### src/rtl/core/cfa_pkg.sv
`timescale 1ns / 1ps
// ----------------------------------------------------------------------------
// CAN rangefinder frame averager package
// Shared request types, register indexes, frame identifiers and the
// controller/datapath command and status bundles.
// ----------------------------------------------------------------------------
package cfa_pkg;

  localparam int DIST_W    = 30;
  localparam int CFG_W     = 16;
  localparam int CFG_IDX_W = 2;
  localparam int ID_W      = 11;

  // Command codes carried in the cmd field of an input request.
  localparam logic CMD_FRAME = 1'b0;
  localparam logic CMD_TICK  = 1'b1;

  // Frame identifiers, compared on the low eleven bits only.
  localparam logic [ID_W-1:0] ID_FRONT = 11'h0D1;
  localparam logic [ID_W-1:0] ID_REAR  = 11'h0E1;
  localparam logic [ID_W-1:0] ID_RANGE = 11'h0CF;

  // Configuration register indexes.
  localparam logic [CFG_IDX_W-1:0] REG_MAX_DIST     = 2'd0;
  localparam logic [CFG_IDX_W-1:0] REG_ALIVE_TMO    = 2'd1;
  localparam logic [CFG_IDX_W-1:0] REG_FLAG_PERIOD  = 2'd2;

  localparam logic [13:0]       UM_PER_CM          = 14'd10000;
  localparam logic [CFG_W-1:0]  RESET_MAX_DIST_CM  = 16'd1600;
  localparam logic [CFG_W-1:0]  RESET_ALIVE_TMO    = 16'd500;
  localparam logic [CFG_W-1:0]  RESET_FLAG_PERIOD  = 16'd5000;
  localparam logic [DIST_W-1:0] RESET_LIMIT_UM     = 30'd16000000;

  typedef struct packed {
    logic        cmd;
    logic [31:0] now_ms;
    logic [28:0] can_id;
    logic [63:0] payload;
  } cfa_in_t;

  typedef struct packed {
    logic [DIST_W-1:0] distance_um;
    logic              range_status;
    logic              sensor_alive;
    logic [31:0]       front_x;
    logic [31:0]       front_y;
    logic [31:0]       rear_x;
    logic [31:0]       rear_y;
  } cfa_out_t;

  typedef enum logic [2:0] {
    ST_IDLE,
    ST_DISPATCH,
    ST_TICK_DIV,
    ST_TICK_FIN,
    ST_LOAD
  } cfa_state_t;

  typedef struct packed {
    logic load_in;
    logic do_frame;
    logic div_init;
    logic div_step;
    logic do_tick;
    logic load_out;
  } cfa_cmd_t;

  typedef struct packed {
    logic is_tick;
    logic count_nz;
    logic div_last;
    logic out_free;
  } cfa_sts_t;

endpackage

### src/rtl/core/cfa_ctrl.sv
`timescale 1ns / 1ps
// ----------------------------------------------------------------------------
// Frame averager controller
// Sequences one request at a time through dispatch, division and result load.
// ----------------------------------------------------------------------------
module cfa_ctrl (
  input  logic              clk,
  input  logic              rst,
  input  logic              in_valid,
  output logic              in_stall,
  input  cfa_pkg::cfa_sts_t sts,
  output cfa_pkg::cfa_cmd_t cmd
);

  cfa_pkg::cfa_state_t state;
  cfa_pkg::cfa_state_t state_next;

  always_ff @(posedge clk) begin
    if (rst) begin
      state <= cfa_pkg::ST_IDLE;
    end else begin
      state <= state_next;
    end
  end

  always_comb begin
    state_next = state;
    cmd        = '0;
    in_stall   = 1'b1;
    case (state)
      cfa_pkg::ST_IDLE: begin
        in_stall = 1'b0;
        if (in_valid) begin
          cmd.load_in = 1'b1;
          state_next  = cfa_pkg::ST_DISPATCH;
        end
      end
      cfa_pkg::ST_DISPATCH: begin
        if (!sts.is_tick) begin
          cmd.do_frame = 1'b1;
          state_next   = cfa_pkg::ST_LOAD;
        end else if (sts.count_nz) begin
          cmd.div_init = 1'b1;
          state_next   = cfa_pkg::ST_TICK_DIV;
        end else begin
          state_next   = cfa_pkg::ST_TICK_FIN;
        end
      end
      cfa_pkg::ST_TICK_DIV: begin
        cmd.div_step = 1'b1;
        if (sts.div_last) begin
          state_next = cfa_pkg::ST_TICK_FIN;
        end
      end
      cfa_pkg::ST_TICK_FIN: begin
        cmd.do_tick = 1'b1;
        state_next  = cfa_pkg::ST_LOAD;
      end
      cfa_pkg::ST_LOAD: begin
        if (sts.out_free) begin
          cmd.load_out = 1'b1;
          state_next   = cfa_pkg::ST_IDLE;
        end
      end
      default: begin
        state_next = cfa_pkg::ST_IDLE;
      end
    endcase
  end

endmodule

### src/rtl/core/cfa_datapath.sv
`timescale 1ns / 1ps
// ----------------------------------------------------------------------------
// Frame averager datapath
// Configuration, sample accumulation, restoring divider, timing state and
// the output register.
// ----------------------------------------------------------------------------
module cfa_datapath #(
  parameter int MAX_SAMPLES = 255
) (
  input  logic                                clk,
  input  logic                                rst,
  input  logic                                cfg_we,
  input  logic [cfa_pkg::CFG_IDX_W-1:0]       cfg_index,
  input  logic [cfa_pkg::CFG_W-1:0]           cfg_data,
  input  cfa_pkg::cfa_in_t                    in_data,
  output logic                                out_valid,
  input  logic                                out_stall,
  output cfa_pkg::cfa_out_t                   out_data,
  input  cfa_pkg::cfa_cmd_t                   cmd,
  output cfa_pkg::cfa_sts_t                   sts
);

  localparam int CW     = $clog2(MAX_SAMPLES + 1);
  localparam int DW     = cfa_pkg::DIST_W;
  localparam int SUM_W  = DW + CW;
  localparam int STEP_W = $clog2(DW);

  // Configuration.
  logic [DW-1:0]              limit_um;
  logic [cfa_pkg::CFG_W-1:0]  alive_tmo;
  logic [cfa_pkg::CFG_W-1:0]  flag_period;

  // Captured request.
  cfa_pkg::cfa_in_t           req;

  // Block state.
  logic [SUM_W-1:0]           sample_sum;
  logic [CW-1:0]              sample_count;
  logic [DW-1:0]              held_distance;
  logic [DW-1:0]              reported_distance;
  logic                       status_good;
  logic [31:0]                last_frame_time;
  logic [31:0]                last_reading_time;
  logic [31:0]                flag_clear_time;
  logic [63:0]                front_coords;
  logic [63:0]                rear_coords;
  logic                       front_seen;
  logic                       rear_seen;

  // Divider.
  logic [CW-1:0]              div_rem;
  logic [DW-1:0]              div_q;
  logic [STEP_W-1:0]          div_cnt;
  logic [CW:0]                div_trial;
  logic                       div_ge;

  // Decode and timing.
  logic [cfa_pkg::ID_W-1:0]   raw_id;
  logic [31:0]                reading;
  logic [DW-1:0]              sample_val;
  logic [31:0]                since_frame;
  logic [31:0]                since_read;
  logic [31:0]                since_clear;
  logic [31:0]                tmo32;
  logic [31:0]                period32;

  always_ff @(posedge clk) begin
    if (rst) begin
      limit_um    <= cfa_pkg::RESET_LIMIT_UM;
      alive_tmo   <= cfa_pkg::RESET_ALIVE_TMO;
      flag_period <= cfa_pkg::RESET_FLAG_PERIOD;
    end else if (cfg_we) begin
      case (cfg_index)
        cfa_pkg::REG_MAX_DIST: begin
          limit_um <= DW'(cfg_data) * DW'(cfa_pkg::UM_PER_CM);
        end
        cfa_pkg::REG_ALIVE_TMO: begin
          alive_tmo <= cfg_data;
        end
        cfa_pkg::REG_FLAG_PERIOD: begin
          flag_period <= cfg_data;
        end
        default: begin
        end
      endcase
    end
  end

  always_ff @(posedge clk) begin
    if (cmd.load_in) begin
      req <= in_data;
    end
  end

  assign raw_id      = req.can_id[cfa_pkg::ID_W-1:0];
  assign reading     = req.payload[31:0];
  assign sample_val  = (reading >= {2'b00, limit_um}) ? '0 : reading[DW-1:0];
  assign tmo32       = {16'd0, alive_tmo};
  assign period32    = {16'd0, flag_period};
  assign since_frame = req.now_ms - last_frame_time;
  assign since_read  = req.now_ms - last_reading_time;
  assign since_clear = req.now_ms - flag_clear_time;

  // One quotient bit per cycle; the remainder always stays below the count.
  assign div_trial = {div_rem, div_q[DW-1]};
  assign div_ge    = div_trial >= {1'b0, sample_count};

  always_ff @(posedge clk) begin
    if (cmd.div_init) begin
      div_rem <= sample_sum[SUM_W-1:DW];
      div_q   <= sample_sum[DW-1:0];
      div_cnt <= '0;
    end else if (cmd.div_step) begin
      div_rem <= div_ge ? CW'(div_trial - {1'b0, sample_count}) : div_trial[CW-1:0];
      div_q   <= {div_q[DW-2:0], div_ge};
      div_cnt <= div_cnt + 1'b1;
    end
  end

  always_ff @(posedge clk) begin
    if (rst) begin
      sample_sum        <= '0;
      sample_count      <= '0;
      held_distance     <= '0;
      reported_distance <= '0;
      status_good       <= 1'b0;
      last_frame_time   <= '0;
      last_reading_time <= '0;
      flag_clear_time   <= '0;
      front_coords      <= '0;
      rear_coords       <= '0;
      front_seen        <= 1'b0;
      rear_seen         <= 1'b0;
    end else if (cmd.do_frame) begin
      if (raw_id == cfa_pkg::ID_FRONT) begin
        front_coords <= req.payload;
        front_seen   <= 1'b1;
      end else if (raw_id == cfa_pkg::ID_REAR) begin
        rear_coords <= req.payload;
        rear_seen   <= 1'b1;
      end else if (raw_id == cfa_pkg::ID_RANGE) begin
        last_frame_time <= req.now_ms;
        if ((reading != 32'd0) && (sample_count < CW'(MAX_SAMPLES))) begin
          sample_sum   <= sample_sum + SUM_W'(sample_val);
          sample_count <= sample_count + 1'b1;
        end
      end
    end else if (cmd.do_tick) begin
      if (sample_count != '0) begin
        reported_distance <= div_q;
        held_distance     <= div_q;
        last_reading_time <= req.now_ms;
        status_good       <= 1'b1;
        sample_sum        <= '0;
        sample_count      <= '0;
      end else if (since_frame < tmo32) begin
        reported_distance <= held_distance;
        last_reading_time <= req.now_ms;
        status_good       <= 1'b1;
      end else if ((since_read > tmo32) && (since_frame > tmo32)) begin
        status_good <= 1'b0;
      end
      if (since_clear > period32) begin
        front_seen      <= 1'b0;
        rear_seen       <= 1'b0;
        flag_clear_time <= req.now_ms;
      end
    end
  end

  always_ff @(posedge clk) begin
    if (rst) begin
      out_valid <= 1'b0;
    end else if (cmd.load_out) begin
      out_valid <= 1'b1;
    end else if (!out_stall) begin
      out_valid <= 1'b0;
    end
  end

  always_ff @(posedge clk) begin
    if (cmd.load_out) begin
      out_data.distance_um  <= reported_distance;
      out_data.range_status <= status_good;
      out_data.sensor_alive <= front_seen | rear_seen;
      out_data.front_x      <= front_coords[31:0];
      out_data.front_y      <= front_coords[63:32];
      out_data.rear_x       <= rear_coords[31:0];
      out_data.rear_y       <= rear_coords[63:32];
    end
  end

  assign sts.is_tick  = (req.cmd == cfa_pkg::CMD_TICK);
  assign sts.count_nz = (sample_count != '0);
  assign sts.div_last = (div_cnt == STEP_W'(DW - 1));
  assign sts.out_free = !out_valid || !out_stall;

endmodule

### src/rtl/core/can_rangefinder_frame_averager.sv
`timescale 1ns / 1ps
// ----------------------------------------------------------------------------
// CAN rangefinder frame averager
// Averages distance readings from range frames, reports them on update ticks
// and keeps the front and rear coordinate frames with their alive flags.
// ----------------------------------------------------------------------------
// The block takes one request at a time and returns exactly one result per
// request, showing the block state after that request. A frame request goes
// from dispatch to the load state, which waits for a free output register.
// An update tick without pending samples passes dispatch and a finish state;
// with samples, a restoring divider making one of the thirty quotient bits
// per cycle first forms the mean. A new request is accepted once the previous
// result sits in the output register, so a result that waits on a stalled
// consumer does not hold up the input side; only a second result waiting
// behind it does. The user must write configuration through cfg_we, cfg_index
// and cfg_data while no request is in flight; the block does not enforce it.
// ----------------------------------------------------------------------------
module can_rangefinder_frame_averager #(
  parameter int MAX_SAMPLES = 255
) (
  input  logic                          clk,
  input  logic                          rst,
  input  logic                          cfg_we,
  input  logic [cfa_pkg::CFG_IDX_W-1:0] cfg_index,
  input  logic [cfa_pkg::CFG_W-1:0]     cfg_data,
  input  logic                          in_valid,
  output logic                          in_stall,
  input  cfa_pkg::cfa_in_t              in_data,
  output logic                          out_valid,
  input  logic                          out_stall,
  output cfa_pkg::cfa_out_t             out_data
);

  // Commands from the controller and status back from the datapath.
  cfa_pkg::cfa_cmd_t cmd;
  cfa_pkg::cfa_sts_t sts;

  // The controller owns sequencing and the input handshake.
  cfa_ctrl u_ctrl (
    .clk      (clk),
    .rst      (rst),
    .in_valid (in_valid),
    .in_stall (in_stall),
    .sts      (sts),
    .cmd      (cmd)
  );

  // The datapath holds configuration, accumulated samples, the divider,
  // the timing state and the output register.
  cfa_datapath #(
    .MAX_SAMPLES (MAX_SAMPLES)
  ) u_datapath (
    .clk       (clk),
    .rst       (rst),
    .cfg_we    (cfg_we),
    .cfg_index (cfg_index),
    .cfg_data  (cfg_data),
    .in_data   (in_data),
    .out_valid (out_valid),
    .out_stall (out_stall),
    .out_data  (out_data),
    .cmd       (cmd),
    .sts       (sts)
  );

  // Only one request is in flight: accepting one closes the input side.
  assert property (@(posedge clk) disable iff (rst)
    (in_valid && !in_stall) |=> in_stall)
    else $error("request accepted while another is in flight");

  // A result is never written over one that is still waiting downstream.
  assert property (@(posedge clk) disable iff (rst)
    cmd.load_out |-> sts.out_free)
    else $error("output register loaded while occupied");

  // The divider only runs for a tick with pending samples.
  assert property (@(posedge clk) disable iff (rst)
    cmd.div_step |-> (sts.is_tick && sts.count_nz))
    else $error("divider stepping without a tick and samples");

endmodule
### config.mk
export PLATFORM = sky130hd
export DESIGN_NAME = can_rangefinder_frame_averager
export DESIGN_NICKNAME = d
export VERILOG_FILES = /design/src/rtl/core/cfa_pkg.sv /design/src/rtl/core/cfa_ctrl.sv /design/src/rtl/core/cfa_datapath.sv /design/src/rtl/core/can_rangefinder_frame_averager.sv
export SDC_FILE = /design/constraint.sdc
export NUM_CORES = 2
export LEC_CHECK = 0
export BUFFER_PORTS_ARGS = -buffer_cell sky130_fd_sc_hd__buf_4
export CAP_MARGIN = 20
export CORE_MARGIN = 2
export CORE_UTILIZATION = 30
export CTS_BUF_LIST = sky130_fd_sc_hd__clkbuf_16
export CTS_CLUSTER_SIZE = 30
export DETAILED_ROUTE_END_ITERATION = 10
export SYNTH_ARGS = -nofsm -noshare
export SYNTH_HDL_FRONTEND = slang
export SYNTH_SLANG_ARGS = --single-unit
### constraint.sdc
create_clock -name clk -period 10 [get_ports clk]
set_input_delay 1 -clock clk [delete_from_list [all_inputs] [get_ports clk]]
set_output_delay 1 -clock clk [all_outputs]
set_load 0.005 [all_outputs]
==> summary by stage <==
Yosys
The proportion of register bits with asynchronous set or reset after synthesis is 0. Yosys printed 0 warnings. The count of cell types in the netlist is 70. Summing every instance area after synthesis gives approximately 36,000 µm².

The share of the Yosys chip area taken by registers is 0.4788. Counting every net in the synthesized netlist gives ~4,300. The post-synthesis instance total is about 3,800. Among all flip-flop cells after synthesis, the most frequent one is dfxtp_1.

The count of flip-flops with a built-in enable after synthesis is 306. The post-synthesis area per instance is ~9.4 µm². After synthesis the netlist holds a flip-flop and latch count of 706.

STA
The clock skew is 0.04019 ns. The sum of negative setup slack is 0 ns. The worst pin sits at a relative slew slack of 0.2918. The setup violation total in the final timing report is 0. Of the available clock period, the critical path in the final layout requires 0.6326. Setup repair after global routing left no endpoint under its margin. The slew at the pin closest to its max-slew limit is approximately 1.1 ns. The worst-case setup margin in the final layout is 3.674 ns. Timing would allow up to roughly 160 MHz. The final hold violation count is 0. The final count of pins violating max slew is 0. The clock period minus worst slack is 6.326 ns.

Detailed routing
The first detailed-routing pass ran for 5 iterations. In the routed design, unresolved DRC markers number 0. The final route contains around 28,000 vias. In the final routed layout, each cell accounts on average for ~18 µm. The residual antenna-violating net count after detailed routing is 0.

For this block, the initial DRC count from the detailed router was around 1,600. After detailed routing, the number of vias per cell comes to between 4 and 5. The routed wire length is around 100,000 µm.

Placed design
The number of port buffers is 292. The congestion estimate from routability-driven global placement came to 0.8684. The placed standard-cell area is a little under 40,000 µm². OpenSTA, run right after detailed placement, puts the worst setup slack at between 3 and 4 ns. The wire-length estimate of the detail-placed layout is roughly 70,000 µm.

Power
Power comes to about 7.5 mW. In this run the static leakage power is ~16 nW. In this run the power density over the cells is about 180 nW/µm². IR analysis of the VDD net gives a maximum drop of 0.1207 mV.

Clock network
Clock-pin slew was measured on the worst setup and hold paths at 0.07 ns. The CTS tree is done. The post-CTS setup repair buffer count is 0. The source-to-sink clock delay at the later pin of the worst-skew pair is approximately 0.67 ns. The number of clock buffers inserted by TritonCTS is 83.

In this run the deepest clock path goes through 3 buffers. For this design, the CTS-stage hold fixing added 0 buffers. The H-tree depth reported by CTS is 3.

The tree built by TritonCTS fans out to 706 sinks. The root buffer cell chosen for the clock tree is clkbuf_16. Post-CTS repair changed the size of 0 cells.

Critical path
Grouping stages by cell kind, the critical path spends the most delay in compound AO/OA/AOI/OAI gates. The worst path required time is about 11 ns. The critical path in this run is classified as reg2reg. At the worst endpoint, the arrival time is about 7 ns. The critical path goes through ha_1, a21boi_0, o21a_1, o21a_1, o21ai_0, a21boi_0, o211ai_1, a211oi_1, a2111o_1, a21oi_2, and2_1, ha_1, a21o_1, a21o_1, a2111oi_0, o31ai_1, a31oi_1, a21oi_1, a31o_2, o21ai_0, a21boi_0, o2111ai_1, xor2_1, nor2_1. The worst path buffer plus inverter count is 0.

Among all stages on the critical path, the largest delay is contributed by a2111oi_0. The delay of the slowest cell on the worst path is a little over 0.6 ns. STA classifies the critical path startpoint as a flip-flop. Of all nets on the critical path, the largest fanout is 12. The worst setup path is captured at a flip-flop. By instance count, the cell type seen most on the critical path is a21boi_0.

Cells and area
The layout overhead on the synthesized area is 18.48%. The layout has between 10,000 and 15,000 filler cells. The count of nets after finishing is 4,512. The final cell area excluding filler cells is roughly 43,000 µm².

The ratio of cells with drive above 1 in the final layout is 0.1159. The total inserted antenna cells is 0.

Run status
The run finished with clean final reports.

Global route
The sum of overflow across all layers after global routing is 0. The first global-routing pass estimated 152,500 µm of wire. Entering global routing, the biggest net connects roughly 110 pins.

The number of antenna violations at the first check in global routing is 7. In the global route stage, overall resource usage came out at 0.1594. The number of global-route vias before repair is 26,340.

Die
From bottom edge to top edge, the die measures roughly 350 µm. The standard-cell row count is between 100 and 150. From left edge to right edge, the die measures ~350 µm. The top-level I/O count is 311. For this configuration, the core starts out at a cell density of 0.3033. The floorplan step defined a die boundary enclosing roughly 120,000 µm². The core outline area is between 100,000 and 150,000 µm².

Flow run
The number of maximum-capacitance violations is 0.

Min path
The class of the most critical hold timing path is reg2reg.
Yosys cell counts (all sizes together), types with 66 or more instances:
library cell | number | share of area
inv | 294 | 0.031
a21o | 71 | 0.015
nand2 | 672 | 0.070
dfxtp | 400 | 0.22
edfxtp | 306 | 0.26
nor2 | 185 | 0.019
clkbuf | 143 | 0.015
xnor2 | 74 | 0.018
mux2i | 66 | 0.018
o21ai | 171 | 0.024
a21oi | 429 | 0.060
ha | 279 | 0.097
sequential cells by signal, summed over array words and instances (netlist names), 26 cells and up:
register and count:
u_datapath.div_q 30, u_datapath.flag_clear_time 32, u_datapath.front_coords 64, u_datapath.held_distance 30
u_datapath.last_frame_time 32, u_datapath.last_reading_time 32, u_datapath.limit_um 26, u_datapath.out_data 160
u_datapath.reading 32, u_datapath.rear_coords 64, u_datapath.reported_distance 30, u_datapath.req 64
u_datapath.sample_sum 38
worst reg2reg max path, cell delays in order, from the launching register on:
cell	delay [ns]
edfxtp_1	0.55
ha_1	0.35
a21boi_0	0.12
o21a_1	0.17
o21a_1	0.16
o21ai_0	0.13
a21boi_0	0.11
o211ai_1	0.18
a211oi_1	0.10
a2111o_1	0.42
a21oi_2	0.47
and2_1	0.21
ha_1	0.22
a21o_1	0.18
a21o_1	0.21
a2111oi_0	0.62
o31ai_1	0.25
a31oi_1	0.28
a21oi_1	0.18
a31o_2	0.28
o21ai_0	0.21
a21boi_0	0.25
o2111ai_1	0.29
xor2_1	0.17
nor2_1	0.05
placed cells by master (no fill, tap or decap), types with 38 or more instances in the layout:
cell type / netlist / routed
nand4_1: 44 / 44
inv_1: 294 / 313
nor3_1: 39 / 38
a21oi_1: 429 / 426
dfxtp_1: 400 / 400
nor2_1: 185 / 184
o21ai_0: 146 / 145
edfxtp_1: 306 / 306
buf_4: 3 / 322
or3_1: 44 / 44
mux2i_1: 66 / 66
xnor2_1: 74 / 74
nand2_1: 672 / 671
fa_1: 40 / 40
a21o_1: 71 / 71
xor2_1: 49 / 49
clkbuf_16: 0 / 87
and2_1: 39 / 39
nand3_1: 51 / 50
ha_1: 279 / 279
power by group:
part	internal (mW)	switching (mW)
clock	1.77	1.27
combinational	0.532	0.727
sequential	3.10	0.0969
cells by family after synthesis:
family                     Yosys count  share of synthesized area
AOI/OAI and AO/OA                  907                     0.1517
xor gates and xnor gates           123                    0.03000
adders and majority gates          319                     0.1195
buffers and inverters              461                    0.04867
DFF                                706                     0.4788
muxes                               69                    0.01934
and+or+nand+nor                   1218                     0.1520
layout make-up:
class,instances,area (µm²),share of cell area
clock buffers,87,2177,0.05116
clock inverters,68,576.8,0.01356
inverters,294,1104,0.02594
flip-flops and latches,706,17200,0.4041
multi-input cells,2636,17060,0.4010
repair buffers,323,2432,0.05716
well taps,1600,2002,0.04705
stage by stage:
stage                 util  hold WS, ns  instances
floorplan                -       0.4081       3803
global placement    0.3361       0.4116       5558
detailed placement  0.3361       0.4131       5558
CTS                 0.3593       0.4157       5713
global route        0.3594       0.4329       5714
finish              0.3594       0.4177       5714
routing by layer:
layer  wire (µm)  global-route usage  vias to the layer above
li1            -                   -                    13800
met1       46150              0.2185                    13180
met2       45300              0.2538                      643
met3        5358             0.02520                      156
met4        3192             0.05656                        4
met5          33                   0                        -
worst paths after layout:
check	cells past startpoint	slack, ns	endpoint	start
hold reg to reg	0	0.42	u_datapath.out_data[122]$_DFFE_PP_	u_datapath.front_coords[26]$_SDFFE_PP0P_
setup reg to reg	24	3.67	u_datapath.sample_sum[37]$_SDFFE_PP0P_	u_datapath.reading[5]$_DFFE_PP_
hold / removal	0	0.42	u_datapath.out_data[122]$_DFFE_PP_	u_datapath.front_coords[26]$_SDFFE_PP0P_
setup / recovery	24	3.67	u_datapath.sample_sum[37]$_SDFFE_PP0P_	u_datapath.reading[5]$_DFFE_PP_
(Power assumes the default switching activity.)
